### config.mk
export PLATFORM = sky130hd
export DESIGN_NAME = rpn_ctrl
export DESIGN_NICKNAME = d
export VERILOG_FILES = /design/src/rtl/core/rpn_pkg.sv /design/src/rtl/core/rpn_ctrl.sv
export SDC_FILE = /design/constraint.sdc
export NUM_CORES = 1
export LEC_CHECK = 0
export ABC_AREA = 1
export BUFFER_PORTS_ARGS = -buffer_cell sky130_fd_sc_hd__buf_2
export CORE_AREA = 5 5 42 44
export DETAILED_ROUTE_END_ITERATION = 8
export DIE_AREA = 0 0 47 49
export GPL_ROUTABILITY_DRIVEN = 0
export PLACE_DENSITY = 0.68
export RECOVER_POWER = 100
export SETUP_SLACK_MARGIN = 0.5
export SLEW_MARGIN = 20
export SYNTH_ARGS = -nofsm -noshare
export SYNTH_HDL_FRONTEND = slang
export SYNTH_SLANG_ARGS = --single-unit
### constraint.sdc
create_clock -name clk -period 3.4 [get_ports clk]
set_clock_uncertainty 0.15 [all_clocks]
set_input_delay 0.68 -clock clk [delete_from_list [all_inputs] [get_ports clk]]
set_output_delay 0.68 -clock clk [all_outputs]
set_load 0.03 [all_outputs]
### src/rtl/core/rpn_pkg.sv
// Shared constants, codes and controller/datapath interface types for the
// RPN stack calculator. No dependencies.
package rpn_pkg;

  localparam int STACK_DEPTH = 128;
  localparam int FRAC_BITS   = 16;
  localparam int DATA_W      = 32;
  localparam int IDX_W       = $clog2(STACK_DEPTH);
  localparam int CNT_W       = $clog2(STACK_DEPTH + 1);
  localparam int DEPTH_OUT_W = 8;
  localparam int REQ_W       = 3;
  localparam int MAG_W       = 2 * DATA_W;
  localparam int DIVIDEND_W  = DATA_W + FRAC_BITS;
  localparam int DIV_CNT_W   = $clog2(DIVIDEND_W + 1);

  localparam logic [REQ_W-1:0] REQ_PUSH = 3'd0;
  localparam logic [REQ_W-1:0] REQ_ADD  = 3'd1;
  localparam logic [REQ_W-1:0] REQ_SUB  = 3'd2;
  localparam logic [REQ_W-1:0] REQ_MUL  = 3'd3;
  localparam logic [REQ_W-1:0] REQ_DIV  = 3'd4;
  localparam logic [REQ_W-1:0] REQ_PEEK = 3'd5;

  typedef enum logic [2:0] {
    ST_OK      = 3'd0,
    ST_FULL    = 3'd1,
    ST_UNDER   = 3'd2,
    ST_DIVZ    = 3'd3,
    ST_UNKNOWN = 3'd4,
    ST_SAT     = 3'd5
  } status_t;

  typedef enum logic [2:0] {
    S_IDLE,
    S_DECODE,
    S_ADDSUB,
    S_MUL,
    S_DIV_WAIT,
    S_FIX,
    S_APPLY,
    S_DONE
  } ctrl_state_t;

  typedef struct packed {
    logic    capture;
    logic    addsub;
    logic    mul;
    logic    div_start;
    logic    div_take;
    logic    fix;
    logic    push;
    logic    pop_write;
    logic    set_status;
    status_t status;
    logic    load_out;
  } cmd_t;

  typedef struct packed {
    logic [REQ_W-1:0] req;
    logic             empty;
    logic             lt2;
    logic             full;
    logic             b_zero;
    logic             sat;
    logic             div_done;
    logic             out_free;
  } stat_t;

endpackage

### src/rtl/core/rpn_ctrl.sv
// Sequencing state machine for the RPN calculator; drives datapath commands.
// Depends on rpn_pkg.
module rpn_ctrl (
  input  logic           clk,
  input  logic           rst_n,
  input  logic           in_valid,
  output logic           in_ready,
  input  rpn_pkg::stat_t stat,
  output rpn_pkg::cmd_t  cmd
);

  rpn_pkg::ctrl_state_t state_r;
  rpn_pkg::ctrl_state_t state_nxt;
  logic                 is_bin;
  logic                 div_zero;
  logic                 do_arith;

  assign is_bin   = (stat.req == rpn_pkg::REQ_ADD) || (stat.req == rpn_pkg::REQ_SUB) ||
                    (stat.req == rpn_pkg::REQ_MUL) || (stat.req == rpn_pkg::REQ_DIV);
  assign div_zero = (stat.req == rpn_pkg::REQ_DIV) && stat.b_zero;
  assign do_arith = is_bin && !stat.lt2 && !div_zero;

  always_ff @(posedge clk) begin
    if (!rst_n) begin
      state_r <= rpn_pkg::S_IDLE;
    end else begin
      state_r <= state_nxt;
    end
  end

  always_comb begin
    state_nxt = state_r;
    case (state_r)
      rpn_pkg::S_IDLE: begin
        if (in_valid) begin
          state_nxt = rpn_pkg::S_DECODE;
        end
      end
      rpn_pkg::S_DECODE: begin
        if (!do_arith) begin
          state_nxt = rpn_pkg::S_APPLY;
        end else if (stat.req == rpn_pkg::REQ_MUL) begin
          state_nxt = rpn_pkg::S_MUL;
        end else if (stat.req == rpn_pkg::REQ_DIV) begin
          state_nxt = rpn_pkg::S_DIV_WAIT;
        end else begin
          state_nxt = rpn_pkg::S_ADDSUB;
        end
      end
      rpn_pkg::S_ADDSUB:   state_nxt = rpn_pkg::S_APPLY;
      rpn_pkg::S_MUL:      state_nxt = rpn_pkg::S_FIX;
      rpn_pkg::S_DIV_WAIT: begin
        if (stat.div_done) begin
          state_nxt = rpn_pkg::S_FIX;
        end
      end
      rpn_pkg::S_FIX:      state_nxt = rpn_pkg::S_APPLY;
      rpn_pkg::S_APPLY:    state_nxt = rpn_pkg::S_DONE;
      rpn_pkg::S_DONE: begin
        if (stat.out_free) begin
          state_nxt = rpn_pkg::S_IDLE;
        end
      end
      default:             state_nxt = rpn_pkg::S_IDLE;
    endcase
  end

  always_comb begin
    cmd      = '0;
    in_ready = 1'b0;
    case (state_r)
      rpn_pkg::S_IDLE: begin
        in_ready    = 1'b1;
        cmd.capture = in_valid;
      end
      rpn_pkg::S_DECODE: begin
        cmd.div_start = do_arith && (stat.req == rpn_pkg::REQ_DIV);
      end
      rpn_pkg::S_ADDSUB:   cmd.addsub = 1'b1;
      rpn_pkg::S_MUL:      cmd.mul = 1'b1;
      rpn_pkg::S_DIV_WAIT: cmd.div_take = stat.div_done;
      rpn_pkg::S_FIX:      cmd.fix = 1'b1;
      rpn_pkg::S_APPLY: begin
        cmd.set_status = 1'b1;
        case (stat.req)
          rpn_pkg::REQ_PUSH: begin
            if (stat.full) begin
              cmd.status = rpn_pkg::ST_FULL;
            end else begin
              cmd.push = 1'b1;
            end
          end
          rpn_pkg::REQ_ADD, rpn_pkg::REQ_SUB, rpn_pkg::REQ_MUL, rpn_pkg::REQ_DIV: begin
            if (stat.lt2) begin
              cmd.status = rpn_pkg::ST_UNDER;
            end else if (div_zero) begin
              cmd.status = rpn_pkg::ST_DIVZ;
            end else begin
              cmd.pop_write = 1'b1;
              cmd.status    = stat.sat ? rpn_pkg::ST_SAT : rpn_pkg::ST_OK;
            end
          end
          rpn_pkg::REQ_PEEK: begin
            cmd.status = stat.empty ? rpn_pkg::ST_UNDER : rpn_pkg::ST_OK;
          end
          default: cmd.status = rpn_pkg::ST_UNKNOWN;
        endcase
      end
      rpn_pkg::S_DONE:     cmd.load_out = stat.out_free;
      default:             cmd = '0;
    endcase
  end

endmodule

======== After elaboration in Yosys (flattened, before gate mapping) ========
Index checks and enable logic that the tools add are counted.
operators by class
  eq/ne operators ......................... 15
  muxes and demuxes ....................... 27
  reductions and logical operators ........ 14
operators with widths
  operator            count
  $mux 3              9
  $pmux 3 s7          1
  $eq 3x3->1 const B  6
  $mux 1              14
  $eq 3x2->1 const B  4
  $pmux 3 s3          1
  $eq 3x1->1 const B  2
  $logic_not 3->1     2
  $mux 6              1
  $ne 2x2->1 const B  3
  $logic_and 1x1->1   4
  $reduce_or 4->1     1
  $logic_or 1x1->1    3
  $reduce_and 3->1    1
  $logic_not 1->1     2
  $mux 2              1
  $reduce_or 2->1     1
storage, ports and cells
  register bits ........................... 3
  input bits .............................. 13
  output and inout port bits .............. 14
  word-level logic and storage cells ...... 57

======== Depth between registers and ports, before layout ========
Gate-level depths: netlist (run 1).
  word-level depth ........................ 8
  mapped depth ............................ 9
  gate-level depth less buffers ........... 8

======== Worst setup path after synthesis (run 1) ========
Ideal clock, no wire load.
  kind .................................... input -> output
  start ................................... input stat[7] in the netlist's numbering
  end ..................................... output cmd[6] in the netlist's numbering
  arrival time ............................ 1.742 ns
  data required time ...................... 2.570 ns
  path slack .............................. 0.828 ns
  stages on the path ...................... 3
  path buffers ............................ 0
  path through ............................ inv_2 -> nand2_1 -> nor4_1
RTL lines
  item             line           text
  start, declared  rpn_ctrl.sv:8  input rpn_pkg::stat_t stat,
  end, declared    rpn_ctrl.sv:9  output rpn_pkg::cmd_t cmd

==> results of run 1 <==
kinds of logic after synthesis:
| kind of cell | Yosys count |
|---|---|
| flops | 3 |
| compound gates | 5 |
| simple gates | 55 |
| buf+inv | 26 |
power breakdown:
part	internal (mW)	switching (mW)
clock	0.0440	0.0195
sequential	0.0504	0.0422
combinational	0.0771	0.175
layer usage:
metal	part of all wire (%)	GRT usage (%)
met3	3.4	0
met1	44	12.7
met5	0	0
met2	52	19.0
met4	0	4.15
through the flow:
step	hold slack [ns]	setup slack, ns	cells
2_1_floorplan	0.537	0.828	89
3_3_place_gp	0.640	0.993	128
3_5_place_dp	0.631	0.961	128
4_1_cts	0.504	0.953	132
5_1_grt	0.527	0.653	132
6_report	0.504	0.769	132
cells in the mapped netlist (2+ instances only):
| master | instances | area share (%) |
|---|---|---|
| a21oi_1 | 4 | 4.2 |
| buf_6 | 2 | 4.7 |
| dfxtp_1 | 3 | 13 |
| inv_1 | 18 | 14 |
| inv_2 | 4 | 3.1 |
| nand2_1 | 16 | 13 |
| nand2_2 | 3 | 3.9 |
| nand3_1 | 10 | 10 |
| nand4_1 | 3 | 3.9 |
| nor2_1 | 11 | 8.6 |
| nor2_2 | 3 | 3.9 |
| nor2_4 | 2 | 4.7 |
| nor3_1 | 4 | 4.2 |
| nor4_1 | 2 | 2.6 |
cell type report:
type | instances | area share, %
inverters | 23 | 14.7
flip-flops and latches | 3 | 9.96
repair buffers | 26 | 18.7
well taps | 16 | 3.32
multi-input cells | 60 | 49.0
clock buffers | 4 | 4.36
path summary, 6_finish.rpt:
kind                endpoint  slack (ns)  cells past startpoint
setup / recovery      cmd[1]        0.77                      7
hold / removal    state_r[1]        0.50                      3
setup reg to reg  state_r[2]        1.99                      6
hold reg to reg   state_r[2]        0.63                      4
worst reg2reg max path: cells and delay by family, from the launching register on:
family | cells | cell delay [ns]
AO/OA/AOI/OAI | 1 | 0.11
flip-flops | 1 | 0.56
AND/OR/NAND/NOR | 5 | 0.52
==> flow_summary_export.csv, run 1 <==
group,metric,value,unit
clock_network,clk_pin_slew_worst_paths,0.04,ns
finish,largest_reg_flops,3,
clock_network,clock_latency,0.23,ns
power_and_ir_drop,power.density,677,mW/mm^2
sta,period_share,77.4,%
synth,syn_area,479,um^2
critical_path,critPathMaxStageDelay,0.33,ns
clock_network,clkSinkCount,3,
sta,worstMarginPinSlew,0.412,ns
finish,drive_gt1_share,23.3,%
placement,portBuffers,26,
route,wire_per_inst,9.23,um
critical_path,crit_family,"simple AND/OR/NAND/NOR gates",
floorplanning,fp.dieW,47,um
floorplanning,die_h,49,um
clock_network,clock_path_buffers,2,
global_routing,antenna_found_initial,0,
power_and_ir_drop,leakage,0.348,nW
clock_network,cts_tree,"done",
run_status,status,"finished clean",
route,drcViolationCount,0,
route,antenna_left,0,
critical_path,cp.required,2.57,ns
sta,hold_violations,0,
power_and_ir_drop,power,409,uW
global_routing,grt_usage,10.6,%
route,vias_per_cell,4.46,
route,firstDrtPassIters,4,
synth,synth.avg_cell_area,5.38,um^2
route,first_iter_violations,10,
global_routing,grt_pass1_vias,527,
finish,insertedDiodeCount,0,
sta,relSlewSlack,72.5,%
finish,syn2layout_area_growth,25.8,%
finish,nNetsFinal,130,
synth,muxShareOfSynthArea,0,%
finish,nFillCells,174,
critical_path,critPathArrivalTime,1.80,ns
critical_path,cp_common_cell,"nand3_1",
floorplanning,rows,14,
synth,synthFlopType,"dfxtp_1",
synth,synthArstFlopShare,0,%
synth,synthXorXnorAreaFrac,0,%
critical_path,cp-end-kind,"primary output",
power_and_ir_drop,vdd_drop_max,0.000431,V
finish,regMostFlops,"state_r",
route,via_count,589,
synth,synthAdderAreaFrac,0,%
clock_network,root_buffer,"clkbuf_4",
job,maxCapViolCount,0,
finish,layout_commonest_cell,"inv_1",
clock_network,cts-resized-gates,0,
finish,reg_top3,"state_r: 3 flops",
sta,min_period,2.63,ns
floorplanning,die_area,0.00230,mm^2
global_routing,grt_pass1_wl,1.94,mm
placement,hpwl,1.02,mm
critical_path,slowest_stage,"clkbuf_1",
floorplanning,coreArea,0.00140,mm^2
finish,fin_area,603,um^2
synth,synth_fp_nets,102,
finish,final_cell_mix,"inv_1, nand2_1, clkbuf_1",
synth,ys_seq_elements,3,
global_routing,grt-ovfl-total,0,
synth,synth_top_family_by_area,"simple AND/OR/NAND/NOR gates",
clock_network,cts_buffers,3,
clock_network,postCtsSetupBuffers,0,
hold_path,worstHoldStart,"rst_n",
finish,finalCoreUtilization,43.0,%
synth,synth-edff-count,0,
placement,dpl-instance-area,599,um^2
critical_path,path_max_fanout,5,
clock_network,htreeDepth,1,
finish,ff_latch_area,60.1,um^2
critical_path,path_cells,"buf_2 > nor2_1 > nand3_1 > nand2_1 > nand3_1 > a21oi_1 > clkbuf_1",
critical_path,start_kind,"input port",
clock_network,cts_hold_buffers,0,
sta,setup_tns,0,ns
synth,ys_warn_count,0,
hold_path,holdCritPathClass,"input port to flip-flop",
synth,synth_cell_types,18,
finish,multi_input_area,295,um^2
sta,rsz0062_at_grt,"no",
floorplanning,pin_count,27,
global_routing,grt_max_degree,12,
sta,final-max-slew-violation-count,0,
sta,setup_violations,0,
critical_path,cp_num_buf_inv,2,
synth,synth_seq_area_share,12.5,%
floorplanning,initial_core_util,34.2,%
critical_path,worstSetupStartpoint,"stat[8]",
route,routed_wl,1.22,mm
synth,syn_inst,89,
critical_path,setup.worst_path.class,"input port to primary output",
sta,timing.fmax,380,MHz
critical_path,r2r_start,"state_r[2]",
synth,synthSimpleGateAreaFrac,56.9,%
synth,synth_compound_area_share,5.74,%
Power figures use the tool's default switching activity.
==> run 2: changes to the inputs <==
==> constraint.sdc (replaced) <==
create_clock -name clk -period 2.5 [get_ports clk]
set_clock_uncertainty 0.15 [all_clocks]
set_input_delay 0.5 -clock clk [delete_from_list [all_inputs] [get_ports clk]]
set_output_delay 0.5 -clock clk [all_outputs]
set_load 0.03 [all_outputs]
==> run 2 against run 1 <==
Compared with the run above:
- die area unchanged
- count of clock-buffer cells in the layout unchanged
- sequential power is 37% higher
- sequential cell count is the same
==> flow_summary_export.csv, run 2 (synthesis gave the netlist of run 1 again) <==
group,metric,value,unit
floorplanning,initial_core_util,34.2,%
clock_network,clock_path_buffers,2,
finish,ff_latch_area,65.1,um^2
critical_path,cp-end-kind,"primary output",
clock_network,cts_tree,"done",
global_routing,grt_usage,10.6,%
finish,regMostFlops,"state_r",
global_routing,grt_pass1_vias,525,
critical_path,cp.required,1.85,ns
route,antenna_left,0,
critical_path,r2r_slack,1.16,ns
sta,min_period,2.16,ns
sta,rsz0062_at_grt,"yes",
critical_path,reg2reg_to,"state_r[0]",
power_and_ir_drop,pwr-share-comb,64.3,%
power_and_ir_drop,power.net_switching,328,uW
sta,worstMarginPinSlew,0.413,ns
critical_path,worstSetupStartpoint,"state_r[0]",
run_status,status,"finished clean",
route,vias_per_cell,4.74,
clock_network,cts_buffers,3,
sta,setup_tns,0,ns
sta,relSlewSlack,72.4,%
global_routing,grt_max_degree,12,
placement,portBuffers,26,
critical_path,r2r_start,"state_r[0]",
route,routed_wl,1.28,mm
power_and_ir_drop,internal_power,259,uW
job,maxCapViolCount,0,
clock_network,cts_hold_buffers,0,
floorplanning,die_area,0.00230,mm^2
placement,hpwl,1.06,mm
route,drcViolationCount,0,
sta,timing.fmax,462,MHz
power_and_ir_drop,vdd_drop_max,0.000423,V
power_and_ir_drop,p_sw_share,55.9,%
sta,setup_violations,0,
critical_path,start_kind,"flip-flop",
critical_path,cp_num_buf_inv,2,
clock_network,clkSinkCount,3,
clock_network,root_buffer,"clkbuf_4",
placement,place_inst,128,
placement,dpl-instance-area,626,um^2
route,firstDrtPassIters,4,
power_and_ir_drop,leakage,0.385,nW
finish,multi_input_area,335,um^2
critical_path,path_max_fanout,8,
route,via_count,631,
clock_network,clock_latency,0.23,ns
critical_path,path_depth,6,
critical_path,critPathArrivalTime,1.51,ns
floorplanning,coreArea,0.00140,mm^2
finish,fin_cells,133,
route,wire_per_inst,9.63,um
clock_network,clk_pin_slew_worst_paths,0.04,ns
finish,layout_commonest_cell,"inv_1",
global_routing,antenna_found_initial,0,
global_routing,grt-ovfl-total,0,
finish,syn2layout_area_growth,43.6,%
critical_path,worstSetupEndpoint,"cmd[3]",
critical_path,rr_worst_depth,8,
finish,reg_top3,"state_r: 3 flops",
floorplanning,die_h,49,um
global_routing,grt_pass1_wl,1.94,mm
power_and_ir_drop,seq_power_share,21.6,%
finish,final_cell_mix,"inv_1, nand2_1, buf_2",
critical_path,crit_family,"simple AND/OR/NAND/NOR gates",
floorplanning,pin_count,27,
finish,drive_gt1_share,37.6,%
sta,hold_violations,0,
clock_network,htreeDepth,1,
hold_path,holdCritPathClass,"input port to flip-flop",
critical_path,critPathMaxStageDelay,0.42,ns
finish,insertedDiodeCount,0,
finish,nFillCells,177,
finish,largest_reg_flops,3,
sta,final-max-slew-violation-count,0,
floorplanning,rows,14,
critical_path,setup.worst_path.class,"flip-flop to primary output",
floorplanning,fp.dieW,47,um
route,first_iter_violations,12,
critical_path,cp_common_cell,"nand2_1",
power_and_ir_drop,power.density,854,mW/mm^2
critical_path,path_cells,"nor2_4 > nand2_1 > inv_1 > nand3_1 > nand2_1 > clkbuf_1",
critical_path,slowest_stage,"dfxtp_1",
finish,nNetsFinal,131,
finish,fin_area,688,um^2
power_and_ir_drop,p_clk_share,14.2,%
sta,period_share,86.5,%
run 2: metal layers:
layer,vias up,track usage (%),share of wire [%]
li1,332,-,-
met1,278,11.4,41
met2,21,19.2,51
met3,0,2.58,7.7
met4,0,2.76,0
met5,-,0,0
run 2: layout make-up:
type | count | area share (%)
Multi-Input combinational cell | 60 | 48.7
Timing Repair Buffer | 27 | 21.8
Inverter | 23 | 13.3
Sequential cell | 3 | 9.45
Clock buffer | 4 | 3.82
Tap cell | 16 | 2.91
run 2: worst min path at each step:
stage,slack [ns],from,end,depth (start not counted)
2_1_floorplan,0.45,rst_n,state_r[1],2
3_3_place_gp,0.55,rst_n,state_r[1],3
3_5_place_dp,0.56,rst_n,state_r[1],3
4_1_cts,0.32,rst_n,state_r[1],3
5_1_grt,0.35,rst_n,state_r[1],3
6_report,0.32,rst_n,state_r[1],3
run 2: worst register-to-register path, delay by kind of cell (launching register included):
kind | cells | cell delay [ns]
flops | 1 | 0.56
buf+inv | 3 | 0.19
simple gates | 5 | 0.38
run 2: stage by stage:
step / hold WS [ns] / power, mW / util [%] / setup WS, ns
global route: 0.348 / 0.650 / 49.1 / 0.224
floorplan: 0.448 / 0.445 / - / 0.569
finish: 0.320 / 0.587 / 49.1 / 0.337
CTS: 0.315 / 0.592 / 47.9 / 0.476
detailed placement: 0.556 / 0.493 / 44.6 / 0.417
global placement: 0.551 / 0.489 / 44.6 / 0.446
run 2: power by group through the flow:
stage	clock, mW	sequential, mW	combinational [mW]
3_5_place_dp	0	0.134	0.359
2_1_floorplan	0	0.0773	0.368
4_1_cts	0.0874	0.141	0.363
6_report	0.0831	0.127	0.377
3_3_place_gp	0	0.132	0.357
5_1_grt	0.0948	0.131	0.424
run 2: repair_timing:
item,4_1_cts,5_1_grt
cloned,0,0
setup endpoints to repair,8,4
pin swaps,0,6
setup buffers,0,1
gates resized for setup,8,16
